`src/hdl/drnm_pkg.sv`:
```
`timescale 1ns / 1ps

package drnm_pkg;

  localparam int unsigned MAX_ENTRIES = 64;
  localparam int unsigned IDX_W = (MAX_ENTRIES > 1) ? $clog2(MAX_ENTRIES) : 1;
  localparam int unsigned CNT_W = $clog2(MAX_ENTRIES + 1);

  localparam int unsigned ETA_W  = 12;
  localparam int unsigned PHI_W  = 11;
  localparam int unsigned DIST_W = 25;
  localparam int unsigned SQE_W  = 2 * ETA_W;
  localparam int unsigned SQP_W  = 2 * PHI_W - 1;

  localparam logic [DIST_W-1:0] DIST_ALL_ONES  = '1;
  localparam logic [DIST_W-1:0] RADIUS_SQ_RST  = DIST_W'(16900);
  localparam logic [PHI_W-1:0]  PHI_HALF       = PHI_W'(1024);

  typedef enum logic [1:0] {
    OP_CLEAR  = 2'd0,
    OP_APPEND = 2'd1,
    OP_QUERY  = 2'd2
  } drnm_op_e;

  typedef struct packed {
    logic             load;       // capture query coordinates, reset minimum
    logic             we;
    logic [IDX_W-1:0] wr_addr;
    logic             rd_en;
    logic [IDX_W-1:0] rd_addr;
    logic             respond;
    logic             is_query;
    logic             dropped;
  } drnm_cmd_t;

  typedef struct packed {
    logic pipe_busy;
  } drnm_sts_t;

endpackage

```
`src/hdl/drnm_ctrl.sv`:
```
`timescale 1ns / 1ps

module drnm_ctrl import drnm_pkg::*; (
  input  logic       clk_i,
  input  logic       rst_ni,
  input  logic       start_i,
  input  logic [1:0] operation_i,
  output logic       busy_o,
  input  drnm_sts_t  sts_i,
  output drnm_cmd_t  cmd_o
);

  typedef enum logic [2:0] {
    ST_IDLE,
    ST_SCAN,
    ST_DRAIN,
    ST_RESP
  } state_e;

  state_e           state_q;
  logic [CNT_W-1:0] count_q;
  logic [CNT_W-1:0] idx_q;
  logic             query_q;
  logic             drop_q;

  logic accept;
  logic full;

  assign busy_o = (state_q != ST_IDLE);
  assign accept = start_i && !busy_o;
  assign full   = (count_q == CNT_W'(MAX_ENTRIES));

  always_comb begin
    cmd_o          = '0;
    cmd_o.load     = accept;
    cmd_o.we       = accept && (operation_i == OP_APPEND) && !full;
    cmd_o.wr_addr  = count_q[IDX_W-1:0];
    cmd_o.rd_en    = (state_q == ST_SCAN) && (idx_q != count_q);
    cmd_o.rd_addr  = idx_q[IDX_W-1:0];
    cmd_o.respond  = (state_q == ST_RESP);
    cmd_o.is_query = query_q;
    cmd_o.dropped  = drop_q;
  end

  always_ff @(posedge clk_i or negedge rst_ni) begin
    if (!rst_ni) begin
      state_q <= ST_IDLE;
      count_q <= '0;
      idx_q   <= '0;
      query_q <= 1'b0;
      drop_q  <= 1'b0;
    end else begin
      case (state_q)
        ST_IDLE: begin
          if (accept) begin
            query_q <= 1'b0;
            drop_q  <= 1'b0;
            idx_q   <= '0;
            state_q <= ST_RESP;
            case (operation_i)
              OP_CLEAR: begin
                count_q <= '0;
              end
              OP_APPEND: begin
                if (full) begin
                  drop_q <= 1'b1;
                end else begin
                  count_q <= count_q + CNT_W'(1);
                end
              end
              OP_QUERY: begin
                query_q <= 1'b1;
                state_q <= ST_SCAN;
              end
              default: begin
                // unused code: entry count unchanged, default result
              end
            endcase
          end
        end
        ST_SCAN: begin
          if (idx_q == count_q) begin
            state_q <= ST_DRAIN;
          end else begin
            idx_q <= idx_q + CNT_W'(1);
          end
        end
        ST_DRAIN: begin
          if (!sts_i.pipe_busy) begin
            state_q <= ST_RESP;
          end
        end
        ST_RESP: begin
          state_q <= ST_IDLE;
        end
        default: begin
          state_q <= ST_IDLE;
        end
      endcase
    end
  end

endmodule

```
`src/hdl/drnm_dpath.sv`:
```
`timescale 1ns / 1ps

module drnm_dpath import drnm_pkg::*; (
  input  logic              clk_i,
  input  logic              rst_ni,
  input  logic [ETA_W-1:0]  eta_i,
  input  logic [PHI_W-1:0]  phi_i,
  input  logic [DIST_W-1:0] radius_sq_i,
  input  drnm_cmd_t         cmd_i,
  output drnm_sts_t         sts_o,
  output logic              done_o,
  output logic              matched_o,
  output logic [DIST_W-1:0] min_dist_sq_o,
  output logic              dropped_o
);

  logic [ETA_W-1:0] eta_mem [MAX_ENTRIES];
  logic [PHI_W-1:0] phi_mem [MAX_ENTRIES];

  logic [ETA_W-1:0]  q_eta_q;
  logic [PHI_W-1:0]  q_phi_q;
  logic [ETA_W-1:0]  r_eta_q;
  logic [PHI_W-1:0]  r_phi_q;
  logic [ETA_W-1:0]  ade_q;
  logic [PHI_W-1:0]  adp_q;
  logic [SQE_W-1:0]  sqe_q;
  logic [SQP_W-1:0]  sqp_q;
  logic [DIST_W-1:0] min_q;
  logic              v0_q, v1_q, v2_q;
  logic              done_q, matched_q, dropped_q;
  logic [DIST_W-1:0] dist_q;

  logic signed [ETA_W:0] deta;
  logic [ETA_W:0]        deta_abs;
  logic [PHI_W-1:0]      dphi;
  logic [PHI_W-1:0]      dphi_fold;
  logic [DIST_W-1:0]     sum;

  always_ff @(posedge clk_i) begin
    if (cmd_i.we) begin
      eta_mem[cmd_i.wr_addr] <= eta_i;
      phi_mem[cmd_i.wr_addr] <= phi_i;
    end
    if (cmd_i.rd_en) begin
      r_eta_q <= eta_mem[cmd_i.rd_addr];
      r_phi_q <= phi_mem[cmd_i.rd_addr];
    end
  end

  // eta difference magnitude; phi difference taken mod 2pi, folded to at most pi
  always_comb begin
    deta      = $signed({r_eta_q[ETA_W-1], r_eta_q}) - $signed({q_eta_q[ETA_W-1], q_eta_q});
    deta_abs  = deta[ETA_W] ? (ETA_W+1)'(-deta) : deta;
    dphi      = r_phi_q - q_phi_q;
    dphi_fold = (dphi > PHI_HALF) ? PHI_W'(-dphi) : dphi;
    sum       = DIST_W'(sqe_q) + DIST_W'(sqp_q);
  end

  always_ff @(posedge clk_i) begin
    if (cmd_i.load) begin
      q_eta_q <= eta_i;
      q_phi_q <= phi_i;
    end
    if (v0_q) begin
      ade_q <= deta_abs[ETA_W-1:0];
      adp_q <= dphi_fold;
    end
    if (v1_q) begin
      sqe_q <= SQE_W'(ade_q) * SQE_W'(ade_q);
      sqp_q <= SQP_W'(adp_q) * SQP_W'(adp_q);
    end
    if (cmd_i.load) begin
      min_q <= DIST_ALL_ONES;
    end else if (v2_q && (sum < min_q)) begin
      min_q <= sum;
    end
    if (cmd_i.respond) begin
      matched_q <= cmd_i.is_query && (min_q < radius_sq_i);
      dist_q    <= cmd_i.is_query ? min_q : DIST_ALL_ONES;
      dropped_q <= cmd_i.dropped;
    end
  end

  always_ff @(posedge clk_i or negedge rst_ni) begin
    if (!rst_ni) begin
      v0_q   <= 1'b0;
      v1_q   <= 1'b0;
      v2_q   <= 1'b0;
      done_q <= 1'b0;
    end else begin
      v0_q   <= cmd_i.rd_en;
      v1_q   <= v0_q;
      v2_q   <= v1_q;
      done_q <= cmd_i.respond;
    end
  end

  assign sts_o.pipe_busy = v0_q || v1_q || v2_q;
  assign done_o          = done_q;
  assign matched_o       = matched_q;
  assign min_dist_sq_o   = dist_q;
  assign dropped_o       = dropped_q;

endmodule

```
`src/hdl/delta_r_nearest_match_unit.sv`:
```
`timescale 1ns / 1ps

// Nearest match in eta/phi. Start an item while busy_o is low. Every item gives
// exactly one result, shown for a single cycle with done_o high; the receiver
// cannot stall it, so it must take the result in that cycle. Clear, append and
// unused codes pass from accept through the response state back to idle, and
// the result shows as busy_o falls. A query scans every stored entry, then
// waits for the pipeline to drain before the response state: the scan reads
// the entry memory once per cycle through one read port, followed by a
// 3-stage distance/square/minimum pipeline.
module delta_r_nearest_match_unit import drnm_pkg::*; (
  input  logic              clk_i,
  input  logic              rst_ni,
  input  logic              start_i,
  output logic              busy_o,
  input  logic [1:0]        operation_i,
  input  logic [ETA_W-1:0]  eta_i,
  input  logic [PHI_W-1:0]  phi_i,
  output logic              done_o,
  output logic              matched_o,
  output logic [DIST_W-1:0] min_dist_sq_o,
  output logic              dropped_o,
  input  logic              psel,
  input  logic              penable,
  input  logic              pwrite,
  input  logic [2:0]        paddr,
  input  logic [31:0]       pwdata,
  output logic [31:0]       prdata,
  output logic              pready
);

  drnm_cmd_t cmd;
  drnm_sts_t sts;

  logic [DIST_W-1:0] radius_sq_q;
  logic              reg_sel;

  assign reg_sel = (paddr[2] == 1'b0);
  assign pready  = 1'b1;
  assign prdata  = reg_sel ? 32'(radius_sq_q) : 32'd0;

  always_ff @(posedge clk_i or negedge rst_ni) begin
    if (!rst_ni) begin
      radius_sq_q <= RADIUS_SQ_RST;
    end else if (psel && penable && pwrite && reg_sel) begin
      radius_sq_q <= pwdata[DIST_W-1:0];
    end
  end

  drnm_ctrl u_ctrl (
    .clk_i       (clk_i),
    .rst_ni      (rst_ni),
    .start_i     (start_i),
    .operation_i (operation_i),
    .busy_o      (busy_o),
    .sts_i       (sts),
    .cmd_o       (cmd)
  );

  drnm_dpath u_dpath (
    .clk_i         (clk_i),
    .rst_ni        (rst_ni),
    .eta_i         (eta_i),
    .phi_i         (phi_i),
    .radius_sq_i   (radius_sq_q),
    .cmd_i         (cmd),
    .sts_o         (sts),
    .done_o        (done_o),
    .matched_o     (matched_o),
    .min_dist_sq_o (min_dist_sq_o),
    .dropped_o     (dropped_o)
  );

endmodule

```
`config.mk`:
```
export PLATFORM = sky130hd
export DESIGN_NAME = delta_r_nearest_match_unit
export DESIGN_NICKNAME = d
export VERILOG_FILES = /design/src/hdl/drnm_pkg.sv /design/src/hdl/drnm_ctrl.sv /design/src/hdl/drnm_dpath.sv /design/src/hdl/delta_r_nearest_match_unit.sv
export SDC_FILE = /design/constraint.sdc
export NUM_CORES = 2
export LEC_CHECK = 0
export BUFFER_PORTS_ARGS = -buffer_cell sky130_fd_sc_hd__buf_2
export CELL_PAD_IN_SITES_DETAIL_PLACEMENT = 1
export CELL_PAD_IN_SITES_GLOBAL_PLACEMENT = 2
export CORE_AREA = 2 2 435 437
export CTS_BUF_LIST = sky130_fd_sc_hd__clkbuf_2
export CTS_CLUSTER_SIZE = 12
export DETAILED_ROUTE_END_ITERATION = 7
export DIE_AREA = 0 0 437 439
export MAX_ROUTING_LAYER = met4
export PLACE_DENSITY = 0.76
export SLEW_MARGIN = 20
export SYNTH_ARGS = -nofsm -noshare
export SYNTH_HDL_FRONTEND = slang
export SYNTH_HIERARCHICAL = 1
export SYNTH_SLANG_ARGS = --single-unit
```
`constraint.sdc`:
```
create_clock -name clk_i -period 9 [get_ports clk_i]
set_clock_uncertainty 0.15 [all_clocks]
set_input_delay 1.8 -clock clk_i [delete_from_list [all_inputs] [get_ports clk_i]]
set_output_delay 1.8 -clock clk_i [all_outputs]
set_load 0.02 [all_outputs]
```
==> run metrics <==
Num CTS Buffers 425; multiplexer area fraction after synthesis 15.5%; vias in the first global route 42,300; Setup CP Type reg2reg; RSZ-0062 raised after global routing no; Routed wire per std cell around 26 um; crit path capture type register; area of the multi-input gates between 20,000 and 25,000 um^2; slowest stage delay, CP 0.67 ns; max-slew violation count 0; Total GRT Usage 20.1%; Detail Route Antenna Nets 0; most frequent cells in the layout edfxtp_1 (1,611), clkbuf_2 (607), mux4_2 (483); later-pin clock latency in the skew report 1.78 ns; cells after synthesis 3,985; most common cell after layout, fill and taps aside edfxtp_1; first-pass GRT wire length 275 mm; HPWL after detailed placement 110 mm; syn_area_per_cell 18.7 um^2; initial antenna violation count 17; post_cts resized 0; Sink Count 1,683; GRT overflow 0; core area 187,000 um^2; Final GP Congestion 0.778; setup TNS 0 ns; xor/xnor share of the synthesized area 1.17%; Tmin final roughly 6 ns; routed via count between 30,000 and 40,000; root buffer cell clkbuf_2; First DRT Iteration DRCs approximately 3,400; Post-synth top flop edfxtp_1; layout cells sized above 1 30.8%; Synth Area in Compound Gates 2.44%; CTS tree yes; Die Y 439 um; row count between 150 and 200; Ports 128; Simple-Gate Fraction of Synth Area 3.67%; Max Cap Viol 0; H-tree depth 5; Worst Max-Slew Pin Slew 1.08 ns; status finished, final reports clean; Reg clk slew, reported paths 0.09 ns; synthesized area 74,500 um^2; class of the worst hold path in2reg; final hold slack 0.271 ns; number of synthesized flops with an enable pin 1,611; pin count of the biggest net entering global routing 138; CTS Buffer Depth 4; DRC viols 0; crit path launch u_dpath/ade_q[6]; crit start category register; worst path cell trace nand2_1, inv_1, fa_1, fa_1, inv_1, fa_1, inv_1, fa_1, inv_1, fa_1, inv_1, ha_1, a211o_1, or2_2, a31oi_1, o31ai_1, a41oi_1, nor2b_1, xnor2_1; via/cell ratio approximately 5.4; setup slack, reg-to-reg 3.01 ns; Initial DRT Pass Iterations 5; Die W 437 um; Register Area 50,100 um^2; main combinational cell family by area after synthesis multiplexers; Max FO, Critical Path 12; Initial Util 39.9%; Yosys warnings 6; period utilization between 60% and 70%; Arrival @ worst endpoint between 7 and 8 ns; fmax 167 MHz; endpoints failing hold 0; register bit total from synthesis 1,683; fin nets between 4,000 and 5,000; Fillers 18,300; area grow syn2layout 9.99%; port bufs 110; adder-cell share of the synthesized area 7.33%; final-report setup violation count 0; Post-Route WL 186 mm; Die Area 192,000 um^2; R2R Path Start u_dpath/ade_q[6]; Synth async-reset ratio 2.79%; count of cell types in the netlist 79; sequential cell area fraction in the yosys report 67.2%; Data required, critical path 10.17 ns; slew margin rel. ~28%; Hold Crit Start operation_i[1]; Slowest-stage cell, CP edfxtp_1
per-layer routing:
metal	track usage, %	vias up	share of wire [%]
li1	-	16700	-
met1	25.1	20500	41
met2	33.3	1377	50
met3	3.48	337	6.3
met4	6.65	0	2.6
met5	-	-	0
state kept, by name (all words and copies together) (netlist names), 2 cells and up:
name / flops
u_dpath/sqp_q: 20
u_dpath/adp_q: 11
u_dpath/sqe_q: 23
u_ctrl/count_q: 7
u_dpath/min_q: 25
u_dpath/eta_mem: 768
u_dpath/ade_q: 12
u_dpath/phi_mem: 704
u_dpath/q_eta_q: 12
u_ctrl/idx_q: 7
u_dpath/r_eta_q: 12
u_dpath/q_phi_q: 11
u_ctrl/state_q: 2
u_dpath/r_phi_q: 11
radius_sq_q: 25
u_dpath/min_dist_sq_o: 25
Yosys cell counts, drive strengths merged, types with 14 or more instances:
master / number / area (um^2)
mux2: 33 / 447
edfxtp: 1611 / 48400
fa: 143 / 2860
and2: 77 / 482
dfxtp: 25 / 500
nor3: 25 / 135
inv: 316 / 1190
mux4: 483 / 10900
clkbuf: 110 / 413
nor2: 132 / 495
nand2: 146 / 548
o211ai: 14 / 105
xor2: 33 / 297
dfrtp: 44 / 1100
buf: 72 / 438
nand3: 33 / 165
ha: 208 / 2600
nor2b: 46 / 288
a21oi: 68 / 344
xnor2: 66 / 578
mux2i: 21 / 210
o21ai: 47 / 235
a21o: 36 / 270
o21a: 18 / 135
critical path, delay by kind of cell (launching register included):
kind,cells,cell delay (ns)
and+or+nand+nor,3,0.69
adders and majority gates,6,2.74
DFF,1,0.67
buffers and inverters,5,0.31
AOI/OAI and AO/OA,4,1.14
xor gates and xnor gates,1,0.07
what timing repair did:
action                                 in CTS  in global routing
hold buffers                                1                  0
endpoints found under the hold margin      12                  0
buffers inserted                            0                  0
kinds of logic after synthesis:
family                   count (synthesis)
XOR/XNOR                                99
AND/OR/NAND/NOR                        546
adder cells (fa/ha/maj)                351
multiplexers                           537
AO/OA/AOI/OAI                          269
flip-flops                            1683
buffers and inverters                  498
other                                    2
per-stage QoR:
step / utilization [%] / setup slack, ns / area (um^2) / cells
6_report: 43.8 / 3.01 / 82000 / 7239
5_1_grt: 43.8 / 2.60 / 82000 / 7235
4_1_cts: 43.8 / 2.90 / 81900 / 7227
3_5_place_dp: 41.9 / 2.83 / 78400 / 6520
3_3_place_gp: 41.9 / 2.85 / 78400 / 6520
2_1_floorplan: - / 3.45 / 74500 / 3991
final cells by class:
cell class	instances	area share [%]
timing repair buffer	217	1.77
sequential	1683	61.1
clock inverter	99	0.542
multi-input combinational	1810	27.6
inverter	316	1.45
clock buffer	607	3.71
antenna	12	0.0366
tap	2495	3.81
path summary, 6_finish.rpt:
path | endpoint | cells past startpoint
worst max-delay path | u_dpath/sqe_q[21] | 19
worst min-delay path | u_ctrl/drop_q | 2
worst max register to register | u_dpath/sqe_q[21] | 19
worst min register to register | u_dpath/dropped_o | 0
max in group asynchronous | u_ctrl/idx_q[2] | 3
min in group asynchronous | u_ctrl/count_q[2] | 3
Power is not shown: default switching activity piles up to over one toggle a cycle in this logic, so the estimate is an artifact.
